--- config.mk ---
export PLATFORM = sky130hd
export DESIGN_NAME = plcm_norm
export DESIGN_NICKNAME = d
export VERILOG_FILES = /design/src/plcm_pkg.sv /design/src/plcm_div.sv /design/src/plcm_norm.sv
export SDC_FILE = /design/constraint.sdc
export NUM_CORES = 2
export LEC_CHECK = 0
export ABC_CLOCK_PERIOD_IN_PS = 4450
export BUFFER_PORTS_ARGS = -buffer_cell sky130_fd_sc_hd__buf_2
export CORE_UTILIZATION = 56
export DETAILED_ROUTE_END_ITERATION = 10
export GPL_TIMING_DRIVEN = 0
export PLACE_DENSITY_LB_ADDON = 0.05
export SYNTH_ARGS = -nofsm -noshare
export SYNTH_HDL_FRONTEND = slang
export SYNTH_SLANG_ARGS = --single-unit
--- constraint.sdc ---
create_clock -name clk -period 4.45 [get_ports clk]
set_clock_uncertainty 0.15 [all_clocks]
set_input_delay 0.89 -clock clk [delete_from_list [all_inputs] [get_ports clk]]
set_output_delay 0.89 -clock clk [all_outputs]
set_load 0.005 [all_outputs]
--- src/plcm_pkg.sv ---
// Shared types, widths and codes for the piecewise linear color map.
package plcm_pkg;

	localparam int MAX_POINTS = 16;
	localparam int IDX_W      = 4;
	localparam int POS_W      = 17;
	localparam int RGBA_W     = 32;
	localparam int SAMPLE_W   = 16;
	localparam int CNT_W      = 5;
	localparam int CFG_W      = 16;
	localparam int CFG_IDX_W  = 2;
	localparam int FRAC_W     = 16;
	localparam int Q_W        = FRAC_W + 1;
	localparam int DIV_STAGES = Q_W;
	localparam int CH_W       = 8;
	localparam int CHANNELS   = RGBA_W / CH_W;
	localparam int ONE_Q      = 1 << FRAC_W;
	localparam int IN_BITS    = IDX_W + POS_W + RGBA_W + SAMPLE_W;
	localparam int IN_TDATA_W = ((IN_BITS + 7) / 8) * 8;

	localparam logic REQ_WRITE  = 1'b0;
	localparam logic REQ_LOOKUP = 1'b1;

	localparam logic [CFG_IDX_W-1:0] CFG_RANGE_MIN   = 2'd0;
	localparam logic [CFG_IDX_W-1:0] CFG_RANGE_MAX   = 2'd1;
	localparam logic [CFG_IDX_W-1:0] CFG_POINT_COUNT = 2'd2;

	localparam logic [RGBA_W-1:0] RGBA_EMPTY  = 32'h0000_0000;
	localparam logic [RGBA_W-1:0] RGBA_NO_SEG = 32'h0000_00FF;

	typedef struct packed {
		logic                req_type;
		logic [IDX_W-1:0]    point_index;
		logic [POS_W-1:0]    point_position;
		logic [RGBA_W-1:0]   point_rgba;
		logic [SAMPLE_W-1:0] sample;
	} req_t;

	typedef struct packed {
		logic              req_type;
		logic [IDX_W-1:0]  point_index;
		logic [POS_W-1:0]  point_position;
		logic [RGBA_W-1:0] point_rgba;
		logic [POS_W-1:0]  n;
	} norm_t;

endpackage

--- src/plcm_div.sv ---
// Pipelined restoring divider: q = (a << FRAC_W) / d for a < 2d, one quotient bit per stage.
module plcm_div
	import plcm_pkg::*;
(
	input  logic           clk,
	input  logic           en,
	input  logic [Q_W-1:0] a,
	input  logic [Q_W-1:0] d,
	output logic [Q_W-1:0] q
);

	logic [Q_W-1:0]        rem_s [DIV_STAGES];
	logic [Q_W-1:0]        dv_s  [DIV_STAGES];
	logic [Q_W-1:0]        quo_s [DIV_STAGES];
	logic [Q_W-1:0]        rem_nx [DIV_STAGES];
	logic [Q_W-1:0]        quo_nx [DIV_STAGES];
	logic [Q_W:0]          sh [DIV_STAGES];
	logic [Q_W:0]          dd [DIV_STAGES];
	logic [DIV_STAGES-1:0] ge;

	always_comb begin
		sh[0] = {1'b0, a};
		dd[0] = {1'b0, d};
		for (int k = 1; k < DIV_STAGES; k++) begin
			sh[k] = {rem_s[k-1], 1'b0};
			dd[k] = {1'b0, dv_s[k-1]};
		end
		for (int k = 0; k < DIV_STAGES; k++) begin
			ge[k] = sh[k] >= dd[k];
			rem_nx[k] = ge[k] ? Q_W'(sh[k] - dd[k]) : sh[k][Q_W-1:0];
		end
		quo_nx[0] = {ge[0], {(Q_W-1){1'b0}}};
		for (int k = 1; k < DIV_STAGES; k++) begin
			quo_nx[k] = quo_s[k-1] | (Q_W'(ge[k]) << (Q_W - 1 - k));
		end
	end

	always_ff @(posedge clk) begin
		if (en) begin
			dv_s[0] <= d;
			for (int k = 0; k < DIV_STAGES; k++) begin
				rem_s[k] <= rem_nx[k];
				quo_s[k] <= quo_nx[k];
			end
			for (int k = 1; k < DIV_STAGES; k++) begin
				dv_s[k] <= dv_s[k-1];
			end
		end
	end

	assign q = quo_s[DIV_STAGES-1];

endmodule

--- src/plcm_norm.sv ---
// Sample normalization: (sample - min) * 2^16 / (max - min), clamped to the position range.
module plcm_norm
	import plcm_pkg::*;
(
	input  logic                clk,
	input  logic                arst_n,
	input  logic                en,
	input  logic                in_valid,
	input  req_t                in_req,
	input  logic [CFG_W-1:0]    range_min,
	input  logic [CFG_W-1:0]    range_max,
	output logic                out_valid,
	output norm_t               out_item
);

	typedef struct packed {
		logic              req_type;
		logic [IDX_W-1:0]  point_index;
		logic [POS_W-1:0]  point_position;
		logic [RGBA_W-1:0] point_rgba;
		logic              neg;
		logic              zero;
		logic              ovf;
	} side_t;

	logic                  valid_s1, valid_s2, valid_s3;
	req_t                  req_s1;
	logic [CFG_W:0]        diff_s1, den_s1;
	side_t                 side_s2;
	logic [Q_W-1:0]        a_s2, d_s2;
	side_t                 div_side_s [DIV_STAGES];
	logic [DIV_STAGES-1:0] div_valid_s;
	norm_t                 item_s3;

	logic [CFG_W-1:0] abs_a, abs_d;
	logic             zero_c, ovf_c;
	logic [Q_W-1:0]   q;
	side_t            side_last;
	logic [POS_W-1:0] n_c;

	always_comb begin
		abs_a  = diff_s1[CFG_W] ? CFG_W'(-diff_s1) : diff_s1[CFG_W-1:0];
		abs_d  = den_s1[CFG_W] ? CFG_W'(-den_s1) : den_s1[CFG_W-1:0];
		zero_c = den_s1 == '0;
		ovf_c  = {1'b0, abs_a} >= {abs_d, 1'b0};
	end

	always_ff @(posedge clk) begin
		if (en) begin
			req_s1  <= in_req;
			diff_s1 <= {1'b0, in_req.sample} - {1'b0, range_min};
			den_s1  <= {1'b0, range_max} - {1'b0, range_min};
			side_s2 <= '{req_type: req_s1.req_type, point_index: req_s1.point_index,
				point_position: req_s1.point_position, point_rgba: req_s1.point_rgba,
				neg: diff_s1[CFG_W] ^ den_s1[CFG_W], zero: zero_c, ovf: ovf_c};
			// keep the divider inside its a < 2d range when the result is overridden
			a_s2    <= (zero_c || ovf_c) ? '0 : Q_W'(abs_a);
			d_s2    <= (zero_c || ovf_c) ? Q_W'(1) : Q_W'(abs_d);
			div_side_s[0] <= side_s2;
			for (int k = 1; k < DIV_STAGES; k++) begin
				div_side_s[k] <= div_side_s[k-1];
			end
			item_s3 <= '{req_type: side_last.req_type, point_index: side_last.point_index,
				point_position: side_last.point_position, point_rgba: side_last.point_rgba,
				n: n_c};
		end
	end

	always_ff @(posedge clk or negedge arst_n) begin
		if (!arst_n) begin
			valid_s1    <= 1'b0;
			valid_s2    <= 1'b0;
			div_valid_s <= '0;
			valid_s3    <= 1'b0;
		end else if (en) begin
			valid_s1    <= in_valid;
			valid_s2    <= valid_s1;
			div_valid_s <= {div_valid_s[DIV_STAGES-2:0], valid_s2};
			valid_s3    <= div_valid_s[DIV_STAGES-1];
		end
	end

	plcm_div u_div (
		.clk (clk),
		.en  (en),
		.a   (a_s2),
		.d   (d_s2),
		.q   (q)
	);

	// A zero range or a negative value clamps to zero, overflow to all ones; both keep every compare intact.
	always_comb begin
		side_last = div_side_s[DIV_STAGES-1];
		priority if (side_last.zero || side_last.neg) begin
			n_c = '0;
		end else if (side_last.ovf) begin
			n_c = '1;
		end else begin
			n_c = q;
		end
	end

	assign out_valid = valid_s3;
	assign out_item  = item_s3;

endmodule

==> flow_summary.toml <==
[run_status]
status = "finished clean"

[timing]
maxSlewViolCount = 0
rsz0062_at_grt = "false"
tns_ns = 0
setup_violations = 0
worst_slew_pin_slew_ns = 0.9910
hold_viol = 0
fin_crit_sh = 0.9556
maxSlewHeadroom = 0.3393
max_freq_mhz = 235.2
finalCriticalPeriod_ns = 4.252

[floorplanning]
pin_count = 178
initial_core_util = 0.5657
rows = 135
core_area_um2 = 135800
fp.dieH_um = 372.4
die_area_um2 = 138700
dieWidth_um = 372.4

[clocking]
cts_tree = "yes"
cts_buffers = 188
htree_levels = 4
clkSinkCount = 1918
clkTransAtPathRegs_ns = 0.06
clk_path_buf_depth = 3
clockRootBuffer = "clkbuf_16"
clk_latency_ns = 0.80

[yosys]
yosysMostFrequentCell = "edfxtp_1"
synth.net_count = 5211
syn_area_um2 = 76830
synth_edf_count = 1898
ys_top_cells_by_area = "edfxtp_1 (74%), ha_1 (5.2%), inv_1 (2.0%)"
yosysUniqueCellTypes = 76
async_reset_ff_frac = 0.01043
synthFlopType = "edfxtp_1"
synth-seq-area-share = 0.7484
synthCells = 4767
synth_top_area_share = 0.7419
yosysWarningCount = 0
ys_ff_latch = 1918
synth_largest_area_cell = "edfxtp_1"
ys_top_cells_by_count = "edfxtp_1 (1898), inv_1 (403), ha_1 (320), a21oi_1 (251), nor2_1 (230)"
avgSynthCellArea_um2 = 16.12

[finish]
drive_gt1_frac = 0.1173
stdcell_area_um2 = 86440
multi_input_area_um2 = 17600
register_area_um2 = 57500
syn2layout_area_growth_pct = 12.51
n_antenna_cell = 0
nets = 5600
fillers = 9831

[global_routing]
grt_pass1_wl_mm = 192.7
grt_pass1_vias = 36900
grt_max_degree = 194
grt-ovfl-total = 0
grt_usage = 0.1767
antenna_found_initial = 0

[hold_path]
min_path_type = "in2reg"

[route]
routed_via_density = 5.328
detail_route.first_pass.iterations = 5
wl_met2_mm = 61.35
top_layer = "met4"
drt-met1-wl_mm = 52.75
wl_met3_mm = 3.981
ant_nets = 0
wl_per_cell_um = 17.18
num_vias = 37790
wl_mm = 121.9
initialDrtViolationCount = 2707
drc = 0

[placed_design]
place_area_um2 = 80270
dp_hpwl_mm = 81.75
port-buffer-count = 177
gp_congestion = 0.8771

[critical_path]
crit_buf_inv = 2
max_stage_delay_ns = 0.57
crit_fanout = 10
crit_chain = "or4_4 > or3_1 > or4_4 > o31ai_1 > xor2_1 > ha_1 > nand2_1 > nor2_1 > o21ai_1 > a211oi_4 > buf_4 > buf_2 > nor2_1"
worst_ep_arrival_time_ns = 4.61
critPathCaptureType = "register"
timing_worst_setup_path_type = "reg2reg"
crit_family = "simple AND/OR/NAND/NOR gates"
cp_data_required_time_ns = 4.81
setup.worst_path.start_class = "register"
crit_slowest_cell = "or4_4"

[job]
drv_cap = 0

[power]
power_leakage_nw = 33.02
powerDensity_nw_per_um2 = 628.2
irDropWorstVdd_v = 0.0003774
-- final timing paths --
| path | to | slack (ns) | cells past startpoint | startpoint |
|---|---|---|---|---|
| worst max register to register | d_s2[11] | 0.20 | 13 | den_s1[6] |
| worst max-delay path | d_s2[11] | 0.20 | 13 | den_s1[6] |
| min in group asynchronous | div_valid_s[3] | 0.42 | 2 | arst_n |
| worst min-delay path | req_s1[43] | 0.11 | 1 | in_req[43] |
| max in group asynchronous | div_valid_s[11] | 3.42 | 2 | arst_n |
| worst min register to register | div_side_s[0][435] | 0.25 | 0 | div_side_s[0][378] |
-- kinds of logic (layout without fill, tap and decap cells) --
| logic type | count (synthesis) | in the layout | share of synthesized area |
|---|---|---|---|
| fa+ha+maj | 338 | 338 | 0.05681 |
| xor+xnor | 242 | 242 | 0.02759 |
| compound gates | 891 | 891 | 0.07465 |
| mux | 144 | 144 | 0.02094 |
| buf+inv | 470 | 1015 | 0.02311 |
| flops | 1918 | 1918 | 0.7484 |
| simple gates | 764 | 764 | 0.04853 |
-- metal layers --
metal / vias to the layer above / global-route usage
li1: 18700 / -
met1: 18240 / 0.2236
met2: 617 / 0.3050
met3: 229 / 0.03003
met4: 0 / 0.06672
met5: - / 0
-- where the power goes --
part / switching, W / total, W / internal (W)
sequential: 0.00122 / 0.0247 / 0.0234
clock: 0.00654 / 0.0151 / 0.00861
combinational: 0.00813 / 0.0145 / 0.00636
total: 0.0159 / 0.0543 / 0.0384
-- through the flow --
stage / util / instances / setup slack, ns / power, W / hold WS [ns]
6_report: 0.6365 / 7093 / 0.1975 / 0.05430 / 0.1122
5_1_grt: 0.6365 / 7093 / 0.01567 / 0.05747 / 0.04103
2_1_floorplan: - / 4767 / 0.1772 / 0.03528 / 0.2503
4_1_cts: 0.6361 / 7091 / 0.01003 / 0.05484 / 0.02619
3_3_place_gp: 0.5886 / 6725 / -27.02 / 0.04013 / 0.2502
3_5_place_dp: 0.5911 / 6737 / -0.7984 / 0.03935 / 0.2545
-- flip-flops by register name (all words and copies together) (netlist names), 16 cells and up --
name         flops
req_s1          54
u_div.quo_s    153
u_div.dv_s     256
d_s2            16
div_side_s     969
diff_s1         17
den_s1          17
div_valid_s     17
side_s2         57
a_s2            16
u_div.rem_s    272
out_item        71
-- final cells by class --
class / count / share of cell area
Buffer: 65 / 0.002910
Clock buffer: 232 / 0.05634
Clock inverter: 114 / 0.01345
Inverter: 404 / 0.01754
Multi-Input combinational cell: 2379 / 0.2036
Sequential cell: 1918 / 0.6652
Tap cell: 1781 / 0.02578
Timing Repair Buffer: 200 / 0.01520
-- placed cells by master, fill, tap and decap left out, types with 43 or more instances in the layout --
| cell type | count |
|---|---|
| nand3_1 | 65 |
| nor2b_1 | 63 |
| xnor2_1 | 126 |
| nor3_1 | 55 |
| clkbuf_1 | 104 |
| edfxtp_1 | 1898 |
| inv_1 | 403 |
| a21oi_1 | 251 |
| nor2_1 | 230 |
| a21o_1 | 163 |
| o21a_1 | 54 |
| o21ai_0 | 141 |
| ha_1 | 320 |
| xor2_1 | 116 |
| buf_2 | 179 |
| clkbuf_16 | 189 |
| nand2_1 | 164 |
| mux2_2 | 127 |
| nand2b_1 | 43 |
-- repair_timing --
| action | 4_1_cts | 5_1_grt |
|---|---|---|
| buffers inserted | 7 | 2 |
| hold buffers | 1 | 0 |
| hold endpoints to repair | 20 | 0 |
| gates resized for setup | 4 | 4 |
| cloned | 0 | 1 |
| pin swaps | 1 | 4 |
| setup endpoints to repair | 18 | 174 |
(Power assumes the default switching activity.)
